$ cat src/hdl/led_bpt_pkg.sv
`timescale 1ns / 1ps

package led_bpt_pkg;

	// APB byte address width: five 32-bit registers at 4*i
	localparam int ADDR_W = 5;

	// pin level that lights the LED after reset
	localparam logic ACTIVE_RESET = 1'b1;

	typedef enum logic [2:0] {
		REG_ACTIVE_LEVEL = 3'd0,
		REG_ON_TICKS     = 3'd1,
		REG_OFF_TICKS    = 3'd2,
		REG_BLINKS       = 3'd3,
		REG_GAP_TICKS    = 3'd4
	} reg_idx_t;

	typedef struct packed {
		logic pin_level;
		logic level_changed;
	} led_result_t;

endpackage

$ cat src/hdl/led_bpt_regs.sv
`timescale 1ns / 1ps

module led_bpt_regs
	import led_bpt_pkg::*;
#(
	parameter int TIME_WIDTH  = 16,
	parameter int COUNT_WIDTH = 8
) (
	input  logic                   clk,
	input  logic                   arst_n,
	input  logic                   psel,
	input  logic                   penable,
	input  logic                   pwrite,
	input  logic [ADDR_W-1:0]      paddr,
	input  logic [31:0]            pwdata,
	output logic [31:0]            prdata,
	output logic                   active_level,
	output logic [TIME_WIDTH-1:0]  on_ticks,
	output logic [TIME_WIDTH-1:0]  off_ticks,
	output logic [COUNT_WIDTH-1:0] blinks_per_burst,
	output logic [TIME_WIDTH-1:0]  gap_ticks,
	output logic                   cfg_clear
);

	logic                   active_q;
	logic [TIME_WIDTH-1:0]  on_q;
	logic [TIME_WIDTH-1:0]  off_q;
	logic [COUNT_WIDTH-1:0] blinks_q;
	logic [TIME_WIDTH-1:0]  gap_q;
	logic                   wr_en;
	reg_idx_t               idx;
	logic [31:0]            time_wr;
	logic [31:0]            count_wr;

	assign idx      = reg_idx_t'(paddr[4:2]);
	assign wr_en    = psel & penable & pwrite;
	// write data is taken from the low 16 and 8 bits, zero-extended, then cut to the configured widths
	assign time_wr  = {16'd0, pwdata[15:0]};
	assign count_wr = {24'd0, pwdata[7:0]};

	always_ff @(posedge clk or negedge arst_n) begin
		if (!arst_n) begin
			active_q <= ACTIVE_RESET;
			on_q     <= '0;
			off_q    <= '0;
			blinks_q <= '0;
			gap_q    <= '0;
		end else if (wr_en) begin
			case (idx)
				REG_ACTIVE_LEVEL: active_q <= pwdata[0];
				REG_ON_TICKS:     on_q     <= time_wr[TIME_WIDTH-1:0];
				REG_OFF_TICKS:    off_q    <= time_wr[TIME_WIDTH-1:0];
				REG_BLINKS:       blinks_q <= count_wr[COUNT_WIDTH-1:0];
				REG_GAP_TICKS:    gap_q    <= time_wr[TIME_WIDTH-1:0];
				default: ;
			endcase
		end
	end

	always_comb begin
		case (idx)
			REG_ACTIVE_LEVEL: prdata = {31'd0, active_q};
			REG_ON_TICKS:     prdata = 32'(on_q);
			REG_OFF_TICKS:    prdata = 32'(off_q);
			REG_BLINKS:       prdata = 32'(blinks_q);
			REG_GAP_TICKS:    prdata = 32'(gap_q);
			default:          prdata = '0;
		endcase
	end

	// a write beyond the register list clears nothing
	assign cfg_clear = wr_en & (idx <= REG_GAP_TICKS);

	assign active_level     = active_q;
	assign on_ticks         = on_q;
	assign off_ticks        = off_q;
	assign blinks_per_burst = blinks_q;
	assign gap_ticks        = gap_q;

endmodule

$ cat src/hdl/led_bpt_core.sv
`timescale 1ns / 1ps

module led_bpt_core
	import led_bpt_pkg::*;
#(
	parameter int TIME_WIDTH  = 16,
	parameter int COUNT_WIDTH = 8
) (
	input  logic                   clk,
	input  logic                   arst_n,
	input  logic                   advance,
	input  logic                   cfg_clear,
	input  logic                   active_level,
	input  logic [TIME_WIDTH-1:0]  on_ticks,
	input  logic [TIME_WIDTH-1:0]  off_ticks,
	input  logic [COUNT_WIDTH-1:0] blinks_per_burst,
	input  logic [TIME_WIDTH-1:0]  gap_ticks,
	output led_result_t            result,
	output logic                   cur_level
);

	typedef enum logic [1:0] {
		PH_ON    = 2'd0,
		PH_OFF   = 2'd1,
		PH_CHECK = 2'd2,
		PH_GAP   = 2'd3
	} phase_t;

	phase_t                 phase_q, phase_n;
	logic [TIME_WIDTH-1:0]  rem_q, rem_n, rem_dec;
	logic [COUNT_WIDTH-1:0] cnt_q, cnt_n, cnt_inc;
	logic                   wanted_q, wanted_n;
	logic                   driven_q;

	always_comb begin
		rem_dec  = (rem_q != '0) ? rem_q - 1'b1 : rem_q;
		cnt_inc  = cnt_q + 1'b1;
		phase_n  = phase_q;
		rem_n    = rem_dec;
		cnt_n    = cnt_q;
		wanted_n = wanted_q;
		if (rem_dec == '0) begin
			case (phase_q)
				PH_ON: begin
					if (on_ticks != '0) begin
						wanted_n = active_level;
						rem_n    = on_ticks;
						phase_n  = PH_OFF;
					end
				end
				PH_OFF: begin
					if (off_ticks != '0) begin
						wanted_n = ~active_level;
						rem_n    = off_ticks;
						phase_n  = PH_CHECK;
					end
				end
				PH_CHECK: begin
					phase_n = PH_ON;
					if (gap_ticks != '0 && blinks_per_burst != '0) begin
						cnt_n = cnt_inc;
						if (cnt_inc >= blinks_per_burst) begin
							rem_n   = gap_ticks;
							phase_n = PH_GAP;
							cnt_n   = '0;
						end
					end
				end
				default: phase_n = PH_ON;
			endcase
		end
	end

	always_ff @(posedge clk or negedge arst_n) begin
		if (!arst_n) begin
			phase_q  <= PH_ON;
			rem_q    <= '0;
			cnt_q    <= '0;
			wanted_q <= ~ACTIVE_RESET;
			driven_q <= ~ACTIVE_RESET;
		end else if (cfg_clear) begin
			rem_q <= '0;
			cnt_q <= '0;
		end else if (advance) begin
			phase_q  <= phase_n;
			rem_q    <= rem_n;
			cnt_q    <= cnt_n;
			wanted_q <= wanted_n;
			driven_q <= wanted_n;
		end
	end

	assign result.pin_level     = advance ? wanted_n : driven_q;
	assign result.level_changed = advance & (driven_q != wanted_n);
	assign cur_level            = driven_q;

endmodule

$ cat src/hdl/led_blink_pattern_timer_unit.sv
`timescale 1ns / 1ps

// Channel  Handshake             Payload
// in       in_valid / in_stall   tick
// out      out_valid / out_stall pin_level, level_changed
// cfg      APB psel/penable      paddr, pwdata, prdata (pready tied high)
//
// One beat in gives one out next cycle; a beat is taken each cycle unless stalled.
// The pattern state updates in the same cycle the tick beat is accepted, unless a write lands.
// in_stall rises only while a result sits in the output register and out_stall is high.
// Reset: LED dark (level 0), phase on, timers and count cleared, active level 1.
// A register write clears the remaining time and blink count.

module led_blink_pattern_timer_unit
	import led_bpt_pkg::*;
#(
	parameter int TIME_WIDTH  = 16,
	parameter int COUNT_WIDTH = 8
) (
	input  logic              clk,
	input  logic              arst_n,
	input  logic              in_valid,
	output logic              in_stall,
	input  logic              tick,
	output logic              out_valid,
	input  logic              out_stall,
	output logic              pin_level,
	output logic              level_changed,
	input  logic              psel,
	input  logic              penable,
	input  logic              pwrite,
	input  logic [ADDR_W-1:0] paddr,
	input  logic [31:0]       pwdata,
	output logic [31:0]       prdata,
	output logic              pready
);

	logic                   active_level;
	logic [TIME_WIDTH-1:0]  on_ticks;
	logic [TIME_WIDTH-1:0]  off_ticks;
	logic [COUNT_WIDTH-1:0] blinks_per_burst;
	logic [TIME_WIDTH-1:0]  gap_ticks;
	logic                   cfg_clear;
	logic                   in_acc;
	logic                   cur_level;
	led_result_t            result;
	logic                   out_valid_q;
	logic                   pin_level_q;
	logic                   level_changed_q;

	assign pready   = 1'b1;
	assign in_stall = out_valid_q & out_stall;
	assign in_acc   = in_valid & ~in_stall;

	led_bpt_regs #(
		.TIME_WIDTH (TIME_WIDTH),
		.COUNT_WIDTH(COUNT_WIDTH)
	) u_regs (
		.clk             (clk),
		.arst_n          (arst_n),
		.psel            (psel),
		.penable         (penable),
		.pwrite          (pwrite),
		.paddr           (paddr),
		.pwdata          (pwdata),
		.prdata          (prdata),
		.active_level    (active_level),
		.on_ticks        (on_ticks),
		.off_ticks       (off_ticks),
		.blinks_per_burst(blinks_per_burst),
		.gap_ticks       (gap_ticks),
		.cfg_clear       (cfg_clear)
	);

	led_bpt_core #(
		.TIME_WIDTH (TIME_WIDTH),
		.COUNT_WIDTH(COUNT_WIDTH)
	) u_core (
		.clk             (clk),
		.arst_n          (arst_n),
		.advance         (in_acc & tick),
		.cfg_clear       (cfg_clear),
		.active_level    (active_level),
		.on_ticks        (on_ticks),
		.off_ticks       (off_ticks),
		.blinks_per_burst(blinks_per_burst),
		.gap_ticks       (gap_ticks),
		.result          (result),
		.cur_level       (cur_level)
	);

	always_ff @(posedge clk or negedge arst_n) begin
		if (!arst_n) begin
			out_valid_q <= 1'b0;
		end else if (in_acc) begin
			out_valid_q <= 1'b1;
		end else if (!out_stall) begin
			out_valid_q <= 1'b0;
		end
	end

	always_ff @(posedge clk) begin
		if (in_acc) begin
			pin_level_q     <= result.pin_level;
			level_changed_q <= result.level_changed;
		end
	end

	assign out_valid     = out_valid_q;
	assign pin_level     = pin_level_q;
	assign level_changed = level_changed_q;

	a_acc_gives_beat: assert property (@(posedge clk) disable iff (!arst_n)
		in_acc |=> out_valid_q)
		else $error("accepted tick produced no result beat");

	a_level_tracks: assert property (@(posedge clk) disable iff (!arst_n)
		in_acc |=> pin_level_q == cur_level)
		else $error("reported pin level differs from driven level");

	a_changed_flag: assert property (@(posedge clk) disable iff (!arst_n)
		in_acc |=> level_changed_q == (pin_level_q != $past(cur_level)))
		else $error("level_changed disagrees with pin movement");

	a_idle_tick: assert property (@(posedge clk) disable iff (!arst_n)
		in_acc && !tick |=> !level_changed_q)
		else $error("idle tick reported a level change");

endmodule
$ cat config.mk
export PLATFORM = sky130hd
export DESIGN_NAME = led_blink_pattern_timer_unit
export DESIGN_NICKNAME = d
export VERILOG_FILES = /design/src/hdl/led_bpt_pkg.sv /design/src/hdl/led_bpt_regs.sv /design/src/hdl/led_bpt_core.sv /design/src/hdl/led_blink_pattern_timer_unit.sv
export SDC_FILE = /design/constraint.sdc
export NUM_CORES = 1
export LEC_CHECK = 0
export ABC_AREA = 1
export BUFFER_PORTS_ARGS = -buffer_cell sky130_fd_sc_hd__buf_2
export CAP_MARGIN = 20
export CORE_MARGIN = 2
export CORE_UTILIZATION = 58
export DETAILED_ROUTE_END_ITERATION = 6
export HOLD_SLACK_MARGIN = 0.03
export PLACE_DENSITY = 0.91
export SETUP_SLACK_MARGIN = 0.2
export SKIP_LAST_GASP = 1
export SYNTH_ARGS = -nofsm -noshare
export SYNTH_HDL_FRONTEND = slang
export SYNTH_SLANG_ARGS = --single-unit
$ cat constraint.sdc
create_clock -name clk -period 3.2 [get_ports clk]
set_input_delay 0.48 -clock clk [delete_from_list [all_inputs] [get_ports clk]]
set_output_delay 0.48 -clock clk [all_outputs]
set_load 0.1 [all_outputs]
# Word-level counts from Yosys, hierarchy flattened
# Cells that the tools add are included.
[totals]
reg_bits = 88
in_bits = 45
word_cells = 86
[classes]
magnitude_cmp = 2
n_eq_ne = 10
bitwise_logic = 10
n_reduce_logical = 21
muxes = 28
add_sub_neg = 2
[ops]
columns = ["cell", "n"]
rows = [
  ["16-bit 2-to-1 mux", 8],
  ["16-bit one-hot mux with 5 select lines", 1],
  ["16-bit nonzero test", 4],
  ["8-bit 2-to-1 mux", 6],
  ["16-bit one-hot mux with 3 select lines", 1],
  ["16-bit zero test", 1],
  ["16-bit by 1-bit subtractor with 16-bit output, second input constant", 1],
  ["2-bit AND reduction", 6],
  ["8-bit by 1-bit adder with 8-bit output, second input constant", 1],
  ["8-bit >= comparator", 1],
  ["2-bit 2-to-1 mux", 4],
  ["2-bit nonzero test", 4],
  ["8-bit nonzero test", 1],
  ["1-bit bitwise AND", 7],
  ["3-bit by 2-bit == test with 1-bit output, second input constant", 2],
  ["1-bit 2-to-1 mux", 6],
  ["2-bit by 1-bit != test with 1-bit output, second input constant", 3],
  ["2-bit one-hot mux with 3 select lines", 1],
  ["5-bit AND reduction", 1],
  ["4-bit AND reduction", 1],
  ["3-bit by 1-bit == test with 1-bit output, second input constant", 1],
  ["3-bit == test, second input constant", 1],
  ["3-bit <= comparator, second input constant", 1],
  ["3-bit zero test", 1],
  ["other kinds (7)", 9],
]

# Longest topological paths before layout
# Gate-level depths: netlist of run 1.
[depth]
word_depth = 8
depth_mapped = 17
depth_no_buf = 17

# By module
# A second synthesis of run 1 with hierarchy kept.
[hier_totals]
hier_cells = 973
hier_area_um2 = 6535.0
[modules_own_cells]
columns = ["mod", "area_each_um2", "n_inst", "cells_per_inst"]
rows = [
  ["led_bpt_core", 3500.9, 1, 600],
  ["led_bpt_regs", 2904.0, 1, 361],
  ["led_blink_pattern_timer_unit", 130.1, 1, 12],
]

# Least setup slack after synthesis of run 1
# OpenSTA, ideal clock, no wires.
[synth_timing]
path_kind = "input to output"
from = "input paddr[2]"
to = "output prdata[0]"
arrival_ns = 2.907
cell_stages = 3
setup_slack_ns = -0.187
cell_sequence = "nor2_1 > inv_1 > o31ai_1"
[synth_via]
elab_chain_len = 2
[synth_rtl]
columns = ["element", "line_no", "text"]
rows = [
  ["from (decl)", "led_blink_pattern_timer_unit.sv:32", "input logic [ADDR_W-1:0] paddr,"],
  ["3-bit == test (tied with other cells)", "led_bpt_regs.sv:61", "case (idx)"],
  ["16-bit one-hot mux with 5 select lines *", "led_bpt_regs.sv:61", ""],
  ["to (decl)", "led_blink_pattern_timer_unit.sv:34", "output logic [31:0] prdata,"],
]
# Mark *: on every way between the ends. The rest lies on a longest branch, timed or not.

# Worst setup path after layout of run 1
[layout_timing]
from = "register u_core.cnt_q[0]"
to = "register u_core.rem_q[4]"
[layout_via]
elab_chain_len = 8
[layout_rtl]
columns = ["element", "line_no", "text"]
rows = [
  ["from (decl)", "led_bpt_core.sv:31", "logic [COUNT_WIDTH-1:0] cnt_q, cnt_n, cnt_inc;"],
  ["from (signal assigned)", "led_bpt_core.sv:87", "cnt_q <= cnt_n;"],
  ["8-bit by 1-bit adder with 8-bit output", "led_bpt_core.sv:37", "cnt_inc = cnt_q + 1'b1;"],
  ["8-bit >= comparator", "led_bpt_core.sv:62", "if (cnt_inc >= blinks_per_burst) begin"],
  ["16-bit 2-to-1 mux", "led_bpt_core.sv:62", ""],
  ["16-bit 2-to-1 mux", "led_bpt_core.sv:60", "if (gap_ticks != '0 && blinks_per_burst != '0) begin"],
  ["16-bit one-hot mux with 3 select lines", "led_bpt_core.sv:43", "case (phase_q)"],
  ["16-bit 2-to-1 mux", "led_bpt_core.sv:42", "if (rem_dec == '0) begin"],
  ["16-bit 2-to-1 mux", "led_bpt_core.sv:84", "end else if (advance) begin"],
  ["16-bit 2-to-1 mux", "led_bpt_core.sv:81", "end else if (cfg_clear) begin"],
  ["to (signal assigned)", "led_bpt_core.sv:86", "rem_q <= rem_n;"],
  ["to (decl)", "led_bpt_core.sv:30", "logic [TIME_WIDTH-1:0] rem_q, rem_n, rem_dec;"],
]
# No other way between the ends. The select of a mux whose other input is x is not followed.
# A chain may end at the register's enable or synchronous reset.

==> flow_summary.json, run 1 <==
{
  "io_pins": 82,
  "final_cell_mix": "nand2_1, inv_1, dfrtp_1",
  "finalMaxSlewViolations": 0,
  "critPathBufInv": 1,
  "swShare": 0.491,
  "worst_slack_ns": 0.394,
  "place_inst": 956,
  "antenna_found_initial": 0,
  "clk_latency_ns": 0.37,
  "clockRootBuffer": "clkbuf_8",
  "wl_per_cell_um": 14.8,
  "slew_headroom": 0.351,
  "die_area_um2": 10500,
  "ys_types": 37,
  "p_int_mw": 2.34,
  "syn_inst": 795,
  "critPathMaxFanout": 15,
  "placed_area_um2": 6050,
  "syn_to_final_growth_pct": 11.3,
  "power_switching_mw": 2.26,
  "cts_setup_buffers": 0,
  "total_power_mw": 4.59,
  "grt_max_degree": 62,
  "cp_cell_sequence": "nand3_1, nand3b_1, nand3b_1, xor2_1, inv_1, ha_1, nand2_1, nor2_1, nand4_1, nand3_1, nand2_4, o21bai_1, nand3_1, nand2_1, nand2_1, nand2_1",
  "cp.required_ns": 3.51,
  "rsz0062_at_grt": "yes",
  "cellPowerDensity_nw_per_um2": 734,
  "nets": 894,
  "cts_tree": "done",
  "grt_pass1_vias": 5050,
  "synth_ff_type": "dfrtp_1",
  "pre_cts_ws_ns": 0.202,
  "cp_common_cell": "nand2_1",
  "period_needed_ns": 2.81,
  "via_count": 5503,
  "hold_path_class": "input port to async pin",
  "fmax_mhz": 356,
  "first_iter_violations": 565,
  "cp.arrival_ns": 3.11,
  "p_clk_frac": 0.157,
  "layout.cells.non_filler": 972,
  "clk_pin_slew_ns": 0.09,
  "wl_um": 14300,
  "yosys_warnings": 0,
  "setup_viol": 0,
  "synth_area_um2": 5620,
  "ys_ff_latch": 88,
  "tightestPinTransition_ns": 0.972,
  "clk_path_buf_depth": 2,
  "final_area_um2": 6260,
  "htreeDepth": 3,
  "cts.sinks": 88,
  "critPathCaptureType": "flip-flop",
  "drtPass1Iterations": 6,
  "grt.overflow.total": 0,
  "critPathKind": "flip-flop to flip-flop",
  "synth_area_per_cell_um2": 7.07,
  "finalCritPeriodShare": 0.877,
  "cp_slowest_stage_delay_ns": 0.43,
  "dpl.hpwl_um": 10500,
  "fin_skew_ns": 0.0125,
  "grt_usage": 0.287,
  "hold_buffers": 0,
  "initial_utilization": 0.603,
  "fp.dieW_um": 102,
  "place.port_buffers": 46,
  "core_um2": 9330,
  "die_h_um": 102,
  "final_core_util": 0.671,
  "p_comb_frac": 0.496,
  "pwr-share-seq": 0.347,
  "crit_slowest_cell": "dfrtp_2",
  "row_count": 35,
  "irDropWorstVdd_uv": 412,
  "gp_congestion": 0.987,
  "drive_above_1_share": 0.114,
  "numCtsBuffers": 9,
  "maxCapViolCount": 0,
  "status": "finished clean",
  "drc": 0,
  "drtAntennaViolNets": 0,
  "grt_pass1_wl_um": 23700,
  "async_flop_share": 0.977,
  "start_kind": "flip-flop",
  "setup_tns_ns": 0,
  "whs_ns": 0.188,
  "synth_edf_count": 2,
  "ys_seq_area_frac": 0.394,
  "leakagePower_nw": 3.31,
  "diodes": 0,
  "detail_route.vias_per_cell": 5.66,
  "layout_commonest_cell": "nand2_1",
  "cp_top_family": "simple AND/OR/NAND/NOR gates",
  "finalHoldViolations": 0
}
[synth_stat cells (2+ instances only)]
library cell	n	area [um2]
buf_4	17	128
nor3_1	4	20.0
nand3_1	68	340
dfrtp_1	85	2130
edfxtp_1	2	60.1
clkbuf_1	18	67.6
nor2_2	3	18.8
nand3b_1	4	30.0
o22ai_1	18	113
o21ai_0	68	340
nor2_1	52	195
inv_1	115	432
clkinv_1	2	7.51
nand4_1	12	75.1
xor2_1	7	61.3
o211ai_1	2	15.0
o221ai_1	7	61.3
ha_1	11	138
nand2_1	246	923
a21oi_1	7	35.0
conb_1	2	7.51
buf_6	3	33.8
nor2_4	6	67.6
o21bai_1	15	113
nand2_2	2	12.5
a221o_1	7	70.1
o21ai_2	2	17.5
[area by class of cell]
class	count	area, um2
Inverter	117	439
Fill cell	756	3070
Multi-Input combinational cell	567	2830
Clock inverter	7	53.8
Timing Repair Buffer	55	435
Sequential cell	88	2210
Clock buffer	9	124
Tap cell	129	161
[flip-flops by register name, summed over array words and instances (netlist names), 2 cells and up]
register,flops
u_core.phase_q,2
u_core.cnt_q,8
u_regs.on_ticks,16
u_regs.gap_ticks,16
u_core.rem_q,16
u_regs.blinks_per_burst,8
u_regs.off_ticks,16
[power groups by stage]
stage	Clock, mW	Sequential [mW]	Combinational, mW
floorplan	0	1.55	1.77
global placement	0	1.59	2.17
detailed placement	0	1.60	2.22
CTS	0.726	1.58	2.24
global route	0.775	1.62	2.54
finish	0.722	1.59	2.28
[per-layer routing]
metal | share of wire | global-route usage
met3 | 0.075 | 0.0492
met1 | 0.43 | 0.406
met5 | 0 | 0
met2 | 0.47 | 0.442
met4 | 0.030 | 0.113
[kinds of logic (layout without fill, tap and decap cells)]
| group | count (synthesis) | count (layout) | synth area share |
|---|---|---|---|
| compound gates | 131 | 131 | 0.143 |
| xor+xnor | 8 | 8 | 0.0125 |
| other cells | 2 | 17 | 0.00134 |
| buf+inv | 155 | 188 | 0.119 |
| fa+ha+maj | 11 | 11 | 0.0245 |
| simple gates | 400 | 400 | 0.306 |
| flops | 88 | 88 | 0.394 |
[what timing repair did]
item	in CTS	in global routing
endpoints found under the hold margin	0	0
setup endpoints to repair	3	18
gates resized for setup	1	5
pin swaps	0	1
[path summary, 6_finish.rpt]
kind | from | endpoint | slack [ns] | cells after the start
min reg2reg | out_valid$_DFFE_PN0P_ | out_valid$_DFFE_PN0P_ | 0.49 | 2
min | arst_n | u_core.cnt_q[2]$_DFFE_PN0P_ | 0.19 | 1
max | u_core.cnt_q[0]$_DFFE_PN0P_ | u_core.rem_q[4]$_DFFE_PN0P_ | 0.39 | 16
min in group clk | in_valid | out_valid$_DFFE_PN0P_ | 0.31 | 3
max in group asynchronous | arst_n | u_regs.active_level$_DFFE_PN1P_ | 2.25 | 2
max reg2reg | u_core.cnt_q[0]$_DFFE_PN0P_ | u_core.rem_q[4]$_DFFE_PN0P_ | 0.39 | 16
Note: power is estimated with default switching activity, not from simulation.
==> inputs of run 2 (changes only) <==
Settings changed: CORE_UTILIZATION 58 to 52, PLACE_DENSITY 0.91 to 0.87.
Clock period 3.2 ns to 2.4 ns, I/O delays scaled along.
==> run 2 against run 1 <==
The flow now finishes with violations (negative setup slack). Cell area up 13%. Die area up 11%. Worst hold slack better by 0.035 ns. Critical path depth unchanged. Routed wire length up 12%. Combinational power up 68%. Total power up 56%. Sequential share of layout area down 4.0 points. Maximum frequency up 7.9%. Sequential cell count unchanged. Non-clock buffer count up 34. Clock skew up 0.0015 ns. Largest cell class unchanged. Largest power group unchanged.
==> flow_summary.json, run 2 (same netlist as run 1, synthesis figures left out) <==
{
  "status": "finished with violations",
  "violations": "negative setup slack",
  "drc": 0,
  "cellPowerDensity_nw_per_um2": 1020,
  "grt_usage": 0.285,
  "nets": 930,
  "fmax_mhz": 384,
  "drtAntennaViolNets": 0,
  "cts_tree": "done",
  "die_h_um": 108,
  "grt_pass1_vias": 5370,
  "final_core_util": 0.678,
  "diodes": 0,
  "hold_path_class": "input port to flip-flop",
  "tightestPinTransition_ns": 0.711,
  "row_count": 37,
  "grt_max_degree": 41,
  "place.port_buffers": 46,
  "drtPass1Iterations": 7,
  "antenna_found_initial": 0,
  "layout.cells.non_filler": 1015,
  "fp.dieW_um": 108,
  "irDropWorstVdd_uv": 511,
  "clk_path_buf_depth": 2,
  "maxCapViolCount": 0,
  "fillers": 820,
  "cts.sinks": 88,
  "grt_pass1_wl_um": 26300,
  "critPathMaxFanout": 7,
  "final_area_um2": 7070,
  "cp.arrival_ns": 2.90,
  "finalMaxSlewViolations": 0,
  "start_kind": "flip-flop",
  "io_pins": 82,
  "setup_tns_ns": -3.47,
  "period_needed_ns": 2.60,
  "slew_headroom": 0.524,
  "first_iter_violations": 515,
  "critPathKind": "flip-flop to flip-flop",
  "htreeDepth": 3,
  "numCtsBuffers": 9,
  "whs_ns": 0.222,
  "rsz0062_at_grt": "yes",
  "layout_commonest_cell": "nand2_1",
  "final_cell_mix": "nand2_1, inv_1, dfrtp_1",
  "cp.required_ns": 2.70,
  "core_um2": 10400,
  "wl_per_cell_um": 15.8,
  "placed_area_um2": 6560,
  "worst_slack_ns": -0.201,
  "multi_input_area_um2": 3160,
  "syn_to_final_growth_pct": 25.7,
  "dpl.hpwl_um": 11300,
  "critPathCaptureType": "flip-flop",
  "gp_congestion": 0.926,
  "fin_skew_ns": 0.0140,
  "drive_above_1_share": 0.216,
  "grt.overflow.total": 0,
  "setup_viol": 26,
  "clk_latency_ns": 0.37,
  "finalCritPeriodShare": 1.08,
  "die_area_um2": 11700,
  "initial_utilization": 0.540,
  "regArea_um2": 2220,
  "clockRootBuffer": "clkbuf_8",
  "pre_cts_ws_ns": -0.177,
  "via_count": 5797,
  "place_inst": 990,
  "clk_pin_slew_ns": 0.10,
  "leakagePower_nw": 3.61,
  "detail_route.vias_per_cell": 5.71,
  "finalHoldViolations": 0,
  "total_power_mw": 7.19,
  "wl_um": 16100
}
[run 2: report_power, final]
| group | internal (mW) | switching (mW) | total, mW |
|---|---|---|---|
| clock network | 0.634 | 0.606 | 1.24 |
| logic | 1.33 | 2.50 | 3.83 |
| registers | 1.79 | 0.327 | 2.12 |
[run 2: path summary, 6_finish.rpt]
path | start | to | slack, ns | cells after the start
setup / recovery | u_core.cnt_q[1]$_DFFE_PN0P_ | u_core.rem_q[13]$_DFFE_PN0P_ | -0.20 | 16
hold / removal | in_valid | out_valid$_DFFE_PN0P_ | 0.22 | 3
setup reg to reg | u_core.cnt_q[1]$_DFFE_PN0P_ | u_core.rem_q[13]$_DFFE_PN0P_ | -0.20 | 16
hold reg to reg | u_regs.off_ticks[3]$_DFFE_PN0P_ | u_regs.off_ticks[3]$_DFFE_PN0P_ | 0.50 | 2
max in group asynchronous | arst_n | u_core.rem_q[7]$_DFFE_PN0P_ | 1.31 | 3
min in group asynchronous | arst_n | u_core.cnt_q[2]$_DFFE_PN0P_ | 0.45 | 2
[run 2: layout make-up]
class | instances | share of cell area
Sequential cell | 88 | 0.314
Clock buffer | 10 | 0.0195
Tap cell | 136 | 0.0241
Clock inverter | 6 | 0.0138
Inverter | 117 | 0.0641
Timing Repair Buffer | 89 | 0.117
Multi-Input combinational cell | 569 | 0.448
[run 2: routing by layer]
metal	GRT usage	up-vias	wire, um
met5	0	-	0
met4	0.0870	0	511
li1	-	2692	-
met3	0.0518	61	1400
met2	0.460	322	7630
met1	0.392	2722	6520
[run 2: what timing repair did]
item / in CTS / in global routing
hold endpoints to repair: 23 / 0
gates resized for setup: 31 / 13
gates cloned: 2 / 0
buffers inserted: 3 / 3
hold buffers: 1 / 0
pin swaps: 7 / 1
setup endpoints to repair: 29 / 34
[run 2: worst max-delay path, cell delays in order, from the launching register on]
cell and delay, ns:
dfrtp_1 0.40, nand3_2 0.09, nand3b_1 0.18, nand3b_1 0.19, xor2_1 0.17, inv_1 0.10
ha_4 0.28, nand2_2 0.06, nor2_2 0.09, nand4_1 0.10, nand3_2 0.16, nand2_4 0.13
o21bai_1 0.26, nand3_1 0.12, nand2_1 0.10, nand2_1 0.05, nand2_1 0.06
